==> src/rtl/mma_pkg.sv <==
`default_nettype none

package mma_pkg;

	// Element format: signed Q8.8.
	localparam int ELEM_W     = 16;
	localparam int GAIN_W     = 16;
	localparam int FRAC_SHIFT = 16;
	// Old C is Q8.8 and the product sum is Q16.16, so C is aligned by 8 bits.
	localparam int C_ALIGN    = 8;

	// Stream field widths.
	localparam int IDX_W      = 6;
	localparam int DIM_REG_W  = 4;
	localparam int TDATA_W    = 24;
	localparam int APB_ADDR_W = 5;
	localparam int APB_DATA_W = 32;

	localparam logic signed [ELEM_W-1:0] ELEM_MAX = 16'sh7FFF;
	localparam logic signed [ELEM_W-1:0] ELEM_MIN = 16'sh8000;

	// Register reset values.
	localparam logic [DIM_REG_W-1:0]    DIM_RESET   = 4'd8;
	localparam logic signed [GAIN_W-1:0] ALPHA_RESET = 16'sd256;
	localparam logic signed [GAIN_W-1:0] BETA_RESET  = 16'sd0;

	// Kind of an input word.
	typedef enum logic [1:0] {
		ACT_LOAD_A = 2'd0,
		ACT_LOAD_B = 2'd1,
		ACT_LOAD_C = 2'd2,
		ACT_START  = 2'd3
	} action_t;

	// Commands from the controller to the datapath.
	typedef struct packed {
		logic             load;
		logic             issue;
		logic             first;
		logic             last_term;
		logic [IDX_W-1:0] a_addr;
		logic [IDX_W-1:0] b_addr;
		logic [IDX_W-1:0] c_idx;
		logic             last_elem;
	} mma_cmd_t;

	// Status from the datapath to the controller.
	typedef struct packed {
		logic res_done;
		logic out_free;
	} mma_status_t;

endpackage

`default_nettype wire

==> src/rtl/mma_ctrl.sv <==
`default_nettype none

module mma_ctrl import mma_pkg::*; #(
	parameter int MAX_DIM = 8
) (
	input  wire logic                 clk,
	input  wire logic                 arst_n,
	input  wire logic                 s_tvalid,
	input  wire action_t              s_action,
	input  wire logic [DIM_REG_W-1:0] rows_m,
	input  wire logic [DIM_REG_W-1:0] cols_n,
	input  wire logic [DIM_REG_W-1:0] inner_k,
	input  wire logic                 transpose_a,
	input  wire logic                 transpose_b,
	input  wire mma_status_t          st,
	output logic                      s_tready,
	output mma_cmd_t                  cmd
);

	localparam int DIM_W = $clog2(MAX_DIM + 1);
	localparam int CNT_W = (MAX_DIM > 1) ? $clog2(MAX_DIM) : 1;

	typedef enum logic [1:0] {
		ST_IDLE,
		ST_PREP,
		ST_MAC,
		ST_WAIT
	} state_t;

	state_t            state_q;
	logic [CNT_W-1:0]  i_q, j_q, t_q;
	logic [IDX_W-1:0]  a_row_q, a_addr_q, b_col_q, b_addr_q, c_idx_q;
	logic [DIM_W-1:0]  m_eff, n_eff, k_eff;
	logic [IDX_W-1:0]  a_t_step, a_row_step, b_t_step, b_col_step;
	logic [IDX_W-1:0]  a_row_nxt, b_col_nxt;
	logic              last_i, last_j, last_t;
	logic              start_acc;

	// A dimension of zero counts as one, any above the maximum as the maximum.
	function automatic logic [DIM_W-1:0] clamp_dim(input logic [DIM_REG_W-1:0] d);
		logic [DIM_W-1:0] r;
		if (d == '0) begin
			r = DIM_W'(1);
		end else if (d > DIM_REG_W'(MAX_DIM)) begin
			r = DIM_W'(MAX_DIM);
		end else begin
			r = d[DIM_W-1:0];
		end
		return r;
	endfunction

	assign m_eff = clamp_dim(rows_m);
	assign n_eff = clamp_dim(cols_n);
	assign k_eff = clamp_dim(inner_k);

	// Address steps follow the storage layout of each operand.
	assign a_t_step   = transpose_a ? IDX_W'(m_eff) : IDX_W'(1);
	assign a_row_step = transpose_a ? IDX_W'(1) : IDX_W'(k_eff);
	assign b_t_step   = transpose_b ? IDX_W'(1) : IDX_W'(n_eff);
	assign b_col_step = transpose_b ? IDX_W'(k_eff) : IDX_W'(1);
	assign a_row_nxt  = a_row_q + a_row_step;
	assign b_col_nxt  = b_col_q + b_col_step;

	assign last_i = (DIM_W'(i_q) == m_eff - DIM_W'(1));
	assign last_j = (DIM_W'(j_q) == n_eff - DIM_W'(1));
	assign last_t = (DIM_W'(t_q) == k_eff - DIM_W'(1));

	assign s_tready  = (state_q == ST_IDLE);
	assign start_acc = s_tvalid && s_tready && (s_action == ACT_START);

	always_comb begin
		cmd.load      = s_tvalid && s_tready && (s_action != ACT_START);
		cmd.issue     = (state_q == ST_MAC);
		cmd.first     = (t_q == '0);
		cmd.last_term = last_t;
		cmd.a_addr    = a_addr_q;
		cmd.b_addr    = b_addr_q;
		cmd.c_idx     = c_idx_q;
		cmd.last_elem = last_i && last_j;
	end

	// Sequencer: one C element at a time, one product term per cycle.
	always_ff @(posedge clk or negedge arst_n) begin
		if (!arst_n) begin
			state_q  <= ST_IDLE;
			i_q      <= '0;
			j_q      <= '0;
			t_q      <= '0;
			a_row_q  <= '0;
			a_addr_q <= '0;
			b_col_q  <= '0;
			b_addr_q <= '0;
			c_idx_q  <= '0;
		end else begin
			unique case (state_q)
				ST_IDLE: begin
					if (start_acc) begin
						i_q      <= '0;
						j_q      <= '0;
						t_q      <= '0;
						a_row_q  <= '0;
						a_addr_q <= '0;
						b_col_q  <= '0;
						b_addr_q <= '0;
						c_idx_q  <= '0;
						state_q  <= ST_PREP;
					end
				end
				ST_PREP: begin
					// The output register must be free before the result arrives.
					if (st.out_free) begin
						state_q <= ST_MAC;
					end
				end
				ST_MAC: begin
					if (last_t) begin
						state_q <= ST_WAIT;
					end else begin
						t_q      <= t_q + CNT_W'(1);
						a_addr_q <= a_addr_q + a_t_step;
						b_addr_q <= b_addr_q + b_t_step;
					end
				end
				ST_WAIT: begin
					if (st.res_done) begin
						t_q     <= '0;
						c_idx_q <= c_idx_q + IDX_W'(1);
						if (last_i && last_j) begin
							state_q <= ST_IDLE;
						end else if (last_j) begin
							i_q      <= i_q + CNT_W'(1);
							j_q      <= '0;
							a_row_q  <= a_row_nxt;
							a_addr_q <= a_row_nxt;
							b_col_q  <= '0;
							b_addr_q <= '0;
							state_q  <= ST_PREP;
						end else begin
							j_q      <= j_q + CNT_W'(1);
							a_addr_q <= a_row_q;
							b_col_q  <= b_col_nxt;
							b_addr_q <= b_col_nxt;
							state_q  <= ST_PREP;
						end
					end
				end
				default: begin
					state_q <= ST_IDLE;
				end
			endcase
		end
	end

endmodule

`default_nettype wire

==> config.mk <==
export PLATFORM = sky130hd
export DESIGN_NAME = mma_ctrl
export DESIGN_NICKNAME = d
export VERILOG_FILES = /design/src/rtl/mma_pkg.sv /design/src/rtl/mma_ctrl.sv
export SDC_FILE = /design/constraint.sdc
export NUM_CORES = 1
export LEC_CHECK = 0
export BUFFER_PORTS_ARGS = -buffer_cell sky130_fd_sc_hd__buf_2
export CORE_AREA = 4 4 84 86
export DETAILED_ROUTE_END_ITERATION = 10
export DIE_AREA = 0 0 88 90
export PLACE_DENSITY = 0.75
export RECOVER_POWER = 50
export SLEW_MARGIN = 20
export SYNTH_ARGS = -nofsm -noshare
export SYNTH_HDL_FRONTEND = slang
export SYNTH_SLANG_ARGS = --single-unit
export TNS_END_PERCENT = 30
==> constraint.sdc <==
create_clock -name clk -period 2.3 [get_ports clk]
set_input_delay 0.115 -clock clk [delete_from_list [all_inputs] [get_ports clk]]
set_output_delay 0.115 -clock clk [all_outputs]
set_load 0.005 [all_outputs]
* After elaboration in Yosys (flattened, before gate mapping)
Index checks and enable logic that the tools add are counted.
** Word-level totals
- Logic and storage cells :: 98
- Flip-flop bits (word level) :: 41
- Memory bits (read-only) :: 0
- Bits of input ports :: 21
- Latch bits :: 0
- Memory bits (writable) :: 0
- Memories kept :: 0
** Operators by class
- Bitwise operators :: 0
- $mul :: 0
- Mux-type cells :: 43
- Shift operators :: 0
- Order comparisons :: 3
- $add $sub $neg :: 11
- Reductions and logical operators :: 17
- Equal/unequal tests :: 15
- Div/mod/pow operators :: 0
** Operators by type and width (count)
- $mux 6 :: 10
- $mux 4 :: 10
- $pmux 6 s2 :: 3
- $pmux 6 s3 :: 2
- $mux 3 :: 9
- $add 6x4->6 :: 4
- $eq 3x4->1 :: 3
- $gt 4x4->1 const B :: 3
- $logic_not 4->1 :: 3
- $ne 2x2->1 const B :: 6
- $pmux 3 s2 :: 2
- $reduce_and 4->1 :: 3
- $sub 4x1->4 const B :: 3
- $reduce_and 5->1 :: 2
- $add 3x1->3 const B :: 3
- $pmux 3 s3 :: 1
- $mux 2 :: 4
- $pmux 2 s4 :: 1
- $add 6x1->6 const B :: 1
- $eq 2x2->1 const B :: 3
- $logic_and 1x1->1 :: 4
- $ne 2x1->1 const B :: 2
- $logic_not 3->1 :: 1
- $reduce_and 3->1 :: 1
- other kinds (5) :: 5

* Longest topological paths before layout
Gate-level depths: netlist (run 1).
- Word-level depth :: 9
- Gate-level depth with buffers :: 12

* Worst setup path after synthesis (run 1)
Ideal clock, no wire load.
- Kind :: input to register
- Start :: input port inner_k[1]
- End :: register b_addr_q[5]
- Setup slack :: 0.099 ns
- Stages on the path :: 10
- Data arrival time :: 2.075 ns
- Path through :: o21ba_1 or2_2 ha_1 xor2_1 xnor2_1 a211oi_2 a21oi_1 clkbuf_1 nand2_1 a221o_1
** On the way
- Elaborated cells between the ends (all ways) :: 14
- Classes of those cells :: add/sub (2); order compare (1); eq/ne (2); mux (7); reduce/logical (2)
** RTL lines
- start, declared :: RTL line mma_ctrl.sv:12 : input wire logic [DIM_REG_W-1:0] inner_k,
- $gt 4x4->1 :: RTL line mma_ctrl.sv:44 : end else if (d > DIM_REG_W'(MAX_DIM)) begin
- $mux 4 :: RTL line mma_ctrl.sv:44
- $mux 4 * :: RTL line mma_ctrl.sv:42 : if (d == '0) begin
- $sub 4x1->4 * :: RTL line mma_ctrl.sv:66 : assign last_t = (DIM_W'(t_q) == k_eff - DIM_W'(1));
- $eq 3x4->1 * :: RTL line mma_ctrl.sv:66
- named net last_t :: RTL line mma_ctrl.sv:36 : logic last_i, last_j, last_t;
- $ne 2x2->1 (no source line) *
- $reduce_and 5->1 (no source line) *
- end signal, assigned :: RTL line mma_ctrl.sv:121 : b_addr_q <= b_addr_q + b_t_step;
- end signal, assigned :: RTL line mma_ctrl.sv:142 : b_addr_q <= b_col_nxt;
- end, declared :: RTL line mma_ctrl.sv:32 : logic [IDX_W-1:0] a_row_q, a_addr_q, b_col_q, b_addr_q, c_idx_q;
The timed path passes the listed nets; every way through them passes the cells marked *. The select of a mux whose other input is x is not followed.
A chain may end at the register's enable or synchronous reset.

* Worst setup path in the final report (run 1)
- Start :: input port rows_m[1]
- End :: register b_addr_q[1]
** On the way
- Cells in the longest elaborated chain, start to end :: 8
- Elaborated cells between the ends (all ways) :: 9
- Classes of those cells :: add/sub (1); order compare (1); eq/ne (2); mux (2); reduce/logical (3)
** Ends and longest elaborated chain
- start, declared :: RTL line mma_ctrl.sv:10 : input wire logic [DIM_REG_W-1:0] rows_m,
- $gt 4x4->1 :: RTL line mma_ctrl.sv:44
- $mux 4 :: RTL line mma_ctrl.sv:44
- $mux 4 * :: RTL line mma_ctrl.sv:42
- $sub 4x1->4 * :: RTL line mma_ctrl.sv:64 : assign last_i = (DIM_W'(i_q) == m_eff - DIM_W'(1));
- $eq 3x4->1 * :: RTL line mma_ctrl.sv:64
- $logic_and 1x1->1 * :: RTL line mma_ctrl.sv:128 : if (last_i && last_j) begin
- $ne 2x2->1 (no source line) *
- $reduce_and 5->1 (no source line) *
Mark *: on every way between the ends. The rest lies on a longest branch, timed or not.

==> results_dict.tcl, run 1 <==
set metrics [dict create \
    clockBufferDepth 2 \
    rsz0062_at_grt "false" \
    hold_buffers 0 \
    async_reset_ff_share_pct 100 \
    pwr-share-clk_pct 13.4 \
    finalSetupViolations 0 \
    htree_levels 2 \
    finalWirelength_um 8520 \
    grt_util_met1_pct 30.8 \
    clkSlewWorstSetupHoldPaths_ns 0.08 \
    synth_flop_cell "dfrtp_1" \
    top_usage_layer "met2" \
    syn_area_mm2 0.00324 \
    crit_fanout 6 \
    cts.repair.resized 0 \
    drt_iter0_drc 238 \
    antenna_found_initial 0 \
    synthDistinctLibCells 63 \
    area_growth_pct 19.5 \
    hpwl_um 6610 \
    ys_warn_count 0 \
    nets 500 \
    cp.required_ns 2.48 \
    post-place-cells 518 \
    avgRoutedWirePerCell_um 16.2 \
    worst_setup_path_start_kind "primary input" \
    tightest_slew_ns 1.07 \
    power_density_mw_per_mm2 1110 \
    coreArea_mm2 0.00628 \
    cp_data_arrival_time_ns 2.34 \
    via_per_inst 5.85 \
    maxSlewHeadroom_pct 28.5 \
    post-route-period-util_pct 93.7 \
    fp-row-count 29 \
    place.gp.congestion 0.871 \
    synth_edf_count 0 \
    syn_nets 427 \
    synth.yosys.seq_area_share_pct 31.6 \
    cts_sinks 41 \
    max_cap_viol_count 0 \
    p_switching_mw 1.92 \
    worst_clock_skew_ns 0.00355 \
    grt_max_degree 42 \
    synth_area_per_cell_um2 8.64 \
    first_global_vias 3009 \
    syn_inst 375 \
    portBuffers 44 \
    pwr-share-comb_pct 59.0 \
    final_common_cell "nand2_1" \
    postCtsSetupRepairBufs 0 \
    dieArea_mm2 0.00792 \
    diodes 0 \
    ys_seq_elements 41 \
    cts_tree "done" \
    vias 3070 \
    p_sw_share_pct 44.6 \
    hold_violations 0 \
    grtUsageMet2_pct 37.1 \
    use_met3_pct 3.93 \
    grt_pass1_wl_um 14500 \
    final_cells 525 \
    initial_core_util_pct 51.6 \
    drt-pass1-iter-count 4 \
    critPathCaptureType "register" \
    outcome "finished clean" \
    clockRootBuffer "clkbuf_8" \
    final_cell_mix "43 x nand2_1, 41 x dfrtp_1, 37 x buf_2, 36 x buf_4, 27 x ha_1" \
    drive_gt1_share_pct 21.7 \
    hp-class "in -> async" \
    ir_drop_mv 0.624 \
    p_int_mw 2.39 \
    clock_latency_ns 0.30 \
    post-route-drc-count 0 \
    cts_made_buffers 5 \
    max_freq_mhz 464 \
    grt_usage_pct 22.8 \
    die_x_um 88 \
    die_y_um 90 \
    min_period_ns 2.15 \
    antenna_left 0 \
    gr-total-overflow 0 \
    maxSlewViolCount 0 \
    ios 45 \
    leakage_nw 1.91 \
    pwr-share-seq_pct 27.6 \
    power_mw 4.31 \
    crit_type "in -> reg" \
]
==> power by group through the flow <==
stage | sequential [mW] | clock [mW] | combinational [mW]
6_report | 1.19 | 0.578 | 2.54
5_1_grt | 1.22 | 0.616 | 2.83
4_1_cts | 1.18 | 0.588 | 2.54
3_5_place_dp | 1.19 | 0 | 2.52
3_3_place_gp | 1.18 | 0 | 2.45
2_1_floorplan | 1.14 | 0 | 1.53
==> layer usage <==
metal	part of all wire (%)	wire length (um)
met4	1.9	163
met2	49	4150
met1	44	3740
met5	0	0
met3	5.5	469
==> area by class of cell <==
cell class / instances / area, um2
clock buffer: 5 / 68.8
clock inverter: 2 / 35.0
fill: 560 / 2400
inverter: 23 / 86.3
multi-input combinational: 296 / 2060
sequential: 41 / 1030
tap: 77 / 96.3
timing repair buffer: 81 / 503
==> synthesized netlist by cell type (3+ instances only) <==
library cell	number	area [um2]
nor4_1	3	18.8
a22o_1	3	26.3
inv_1	22	82.6
o211ai_1	4	30.0
nor2b_1	8	50.1
a31oi_1	5	31.3
dfrtp_1	41	1030
o21ai_0	25	125
clkbuf_1	6	22.5
ha_1	27	338
or2_2	5	31.3
o21ai_1	9	45.0
fa_1	4	80.1
xor2_1	6	52.6
nor3b_1	4	30.0
nor2_1	16	60.1
nand2b_1	8	50.1
mux2_1	4	45.0
a21o_1	10	75.1
buf_2	7	35.0
nand2_1	43	161
nor3_1	6	30.0
o31ai_1	7	52.6
nand3_1	17	85.1
a21oi_1	19	95.1
and3_1	3	18.8
and2_1	4	25.0
xnor2_1	13	114
mux2i_1	4	40.0
==> worst max-delay path: stages <==
cell	delay (ns)
buf_2	0.11
o21ba_2	0.21
or2_2	0.29
ha_1	0.29
xor2_1	0.26
o2111a_1	0.28
and3_1	0.33
nor2_2	0.13
mux2_1	0.33
==> logic make-up (layout without fill, tap and decap cells) <==
logic type | after synthesis | count (layout) | share of synthesized area, %
flip-flops | 41 | 41 | 31.6
multiplexers | 9 | 9 | 2.97
AO/OA/AOI/OAI | 113 | 113 | 23.5
adder cells (fa/ha/maj) | 31 | 31 | 12.9
XOR/XNOR | 19 | 19 | 5.13
buffers and inverters | 38 | 111 | 5.02
AND/OR/NAND/NOR | 124 | 124 | 18.8
==> stage by stage <==
step / setup slack (ns) / setup TNS (ns) / hold slack, ns / cell area (um2) / utilization [%]
2_1_floorplan: 0.0995 / 0 / -0.181 / 3240 / -
3_3_place_gp: -0.0496 / -0.216 / 0.315 / 3770 / 60.1
3_5_place_dp: -0.130 / -1.75 / 0.319 / 3770 / 60.1
4_1_cts: 0.115 / 0 / 0.00000783 / 3880 / 61.8
5_1_grt: 0.00407 / 0 / 0.0860 / 3870 / 61.7
6_report: 0.146 / 0 / 0.00458 / 3870 / 61.7
==> sequential cells by signal, indices dropped and copies added, names as in the netlist <==
| name | cells |
|---|---|
| state_q | 2 |
| a_addr_q | 6 |
| c_idx_q | 6 |
| t_q | 3 |
| j_q | 3 |
| i_q | 3 |
| a_row_q | 6 |
| b_col_q | 6 |
| b_addr_q | 6 |
==> worst paths after layout <==
kind | to | slack, ns | cells past startpoint | startpoint
max reg2reg | b_addr_q[1]$_DFFE_PN0P_ | 0.16 | 6 | j_q[0]$_DFFE_PN0P_
min reg2reg | b_col_q[2]$_DFFE_PN0P_ | 0.51 | 2 | b_col_q[2]$_DFFE_PN0P_
min | j_q[2]$_DFFE_PN0P_ | 0.005 | 1 | arst_n
min in group clk | state_q[1]$_DFFE_PN0P_ | 0.24 | 3 | st[0]
max | b_addr_q[1]$_DFFE_PN0P_ | 0.15 | 9 | rows_m[1]
max in group asynchronous | a_addr_q[2]$_DFFE_PN0P_ | 1.64 | 1 | arst_n
Power figures use the tool's default switching activity.
==> inputs of run 2 (changes only) <==
Settings changed: CORE_AREA 4 4 84 86 to 2 2 82 84, DIE_AREA 0 0 88 90 to 0 0 84 86.
==> run 2 against run 1 <==
Register-to-register slack got worse by 0.02 ns. Die area decreased by 8.8%. Sequential power about the same. Design area decreased by 0.48%. Combinational power decreased by 4%. Routed wire length decreased by 2.8%. Global-route usage increased by 1.8 points. Clock power decreased by 1%. Fmax decreased by 0.18%. Hold slack improved by 0.23 ns. Clock skew increased by 0.0094 ns. Critical endpoint is now a_addr_q[5]$_DFFE_PN0P_.
==> results_dict.tcl, run 2 (synthesis gave the netlist of run 1 again) <==
set metrics [dict create \
    outcome "finished clean" \
    ir_drop_mv 0.914 \
    hold-worst-slack_ns 0.233 \
    grt_pass1_wl_um 14300 \
    vias 3018 \
    avgRoutedWirePerCell_um 15.9 \
    worst_clock_skew_ns 0.0130 \
    max_freq_mhz 463 \
    die_y_um 86 \
    crit_type "reg -> reg" \
    critPathMaxStageDelay_ns 0.50 \
    final_cells 521 \
    post-place-cells 513 \
    cts_tree "done" \
    post-route-period-util_pct 93.8 \
    drt-pass1-iter-count 4 \
    final_core_util_pct 61.4 \
    fin_setup_tns_ns 0 \
    postCtsSetupRepairBufs 0 \
    antenna_found_initial 0 \
    cts_made_buffers 5 \
    p_switching_mw 1.89 \
    area_growth_pct 19.0 \
    path_cells "xnor2_1 > a2bb2oi_1 > o21ai_1 > buf_4 > or4_1 > a311o_1 > nand3_1" \
    grtUsageMet2_pct 42.8 \
    leakage_nw 1.91 \
    maxSlewHeadroom_pct 31.0 \
    cp_data_arrival_time_ns 2.38 \
    crit_fanout 7 \
    dieArea_mm2 0.00722 \
    cp.required_ns 2.53 \
    die_x_um 84 \
    worst_setup_path_start_kind "register" \
    initial_core_util_pct 51.6 \
    first_global_vias 3039 \
    grt_max_degree 42 \
    coreArea_mm2 0.00628 \
    clkSlewWorstSetupHoldPaths_ns 0.07 \
    use_met3_pct 3.46 \
    min_period_ns 2.16 \
    via_per_inst 5.79 \
    top_usage_layer "met2" \
    pwr-share-comb_pct 58.2 \
    diodes 0 \
    max_cap_viol_count 0 \
    hpwl_um 6510 \
    clockBufferDepth 2 \
    post-route-drc-count 0 \
    final_cell_mix "43 x nand2_1, 41 x dfrtp_1, 40 x buf_2, 31 x buf_4, 27 x ha_1" \
    place.gp.congestion 0.927 \
    cts_sinks 41 \
    multi_input_area_mm2 0.00206 \
    n_fill_cell 548 \
    drive_gt1_share_pct 21.8 \
    clock_latency_ns 0.30 \
    grt_usage_pct 24.6 \
    p_int_mw 2.32 \
    portBuffers 44 \
    drt_iter0_drc 124 \
    seq_area_mm2 0.00103 \
    pwr-share-seq_pct 28.2 \
    p_sw_share_pct 44.9 \
    crit_slowest_cell "or4_1" \
    tightest_slew_ns 1.04 \
    pwr-share-clk_pct 13.6 \
    hold_violations 0 \
    maxSlewViolCount 0 \
    grt_util_met1_pct 31.9 \
    htree_levels 2 \
    fp-row-count 29 \
    final_common_cell "nand2_1" \
    antenna_left 0 \
    clockRootBuffer "clkbuf_8" \
    nets 496 \
    finalWirelength_um 8290 \
    rsz0062_at_grt "false" \
    power_density_mw_per_mm2 1090 \
    critPathCaptureType "register" \
    finalSetupViolations 0 \
    hp-class "in -> reg" \
    gr-total-overflow 0 \
    ios 45 \
]
==> run 2: worst paths after layout <==
| check | start | depth (start not counted) | slack (ns) | endpoint |
|---|---|---|---|---|
| max in group asynchronous | arst_n | 2 | 1.12 | state_q[1]$_DFFE_PN0P_ |
| worst min-delay path | st[0] | 3 | 0.23 | state_q[1]$_DFFE_PN0P_ |
| worst max register to register | j_q[1]$_DFFE_PN0P_ | 7 | 0.14 | a_addr_q[5]$_DFFE_PN0P_ |
| worst min register to register | b_col_q[2]$_DFFE_PN0P_ | 2 | 0.52 | b_col_q[2]$_DFFE_PN0P_ |
| worst max-delay path | j_q[1]$_DFFE_PN0P_ | 7 | 0.14 | a_addr_q[5]$_DFFE_PN0P_ |
| min in group asynchronous | arst_n | 2 | 0.53 | b_col_q[0]$_DFFE_PN0P_ |
==> run 2: final cells by class <==
| type | instances | area share [%] |
|---|---|---|
| Multi-Input combinational cell | 296 | 53.5 |
| Clock inverter | 2 | 0.909 |
| Sequential cell | 41 | 26.6 |
| Tap cell | 77 | 2.50 |
| Clock buffer | 5 | 1.78 |
| Timing Repair Buffer | 77 | 12.4 |
| Inverter | 23 | 2.24 |
==> run 2: repair_timing <==
action                                 in CTS  in global routing
resized for setup                           0                  3
hold buffers                                1                  0
endpoints found under the hold margin      33                  0
setup endpoints to repair                   0                  4
==> run 2: metrics by stage <==
stage	setup WS (ns)	instance area [um2]	total power, mW
2_1_floorplan	0.0995	3240	2.67
3_3_place_gp	-0.0454	3730	3.53
3_5_place_dp	-0.120	3730	3.62
4_1_cts	0.138	3850	4.20
5_1_grt	0.0300	3860	4.56
6_report	0.142	3860	4.20
==> run 2: routing by layer <==
metal | vias up | part of all wire, %
met5 | - | 0
met4 | 0 | 2.3
met3 | 18 | 5.2
met2 | 100 | 49
met1 | 1417 | 44
li1 | 1483 | -
==> run 2: worst max-delay path: cells and delay by family (launching register included) <==
family	cells	cell delay [ns]
compound gates	3	0.71
simple gates	2	0.57
flops	1	0.44
buf+inv	1	0.19
xor+xnor	1	0.17
==> run 2: power by group through the flow <==
stage	Clock [mW]	Combinational (mW)	Sequential [mW]
finish	0.570	2.45	1.19
global route	0.604	2.74	1.22
CTS	0.577	2.45	1.18
detailed placement	0	2.43	1.19
global placement	0	2.35	1.18
floorplan	0	1.53	1.14
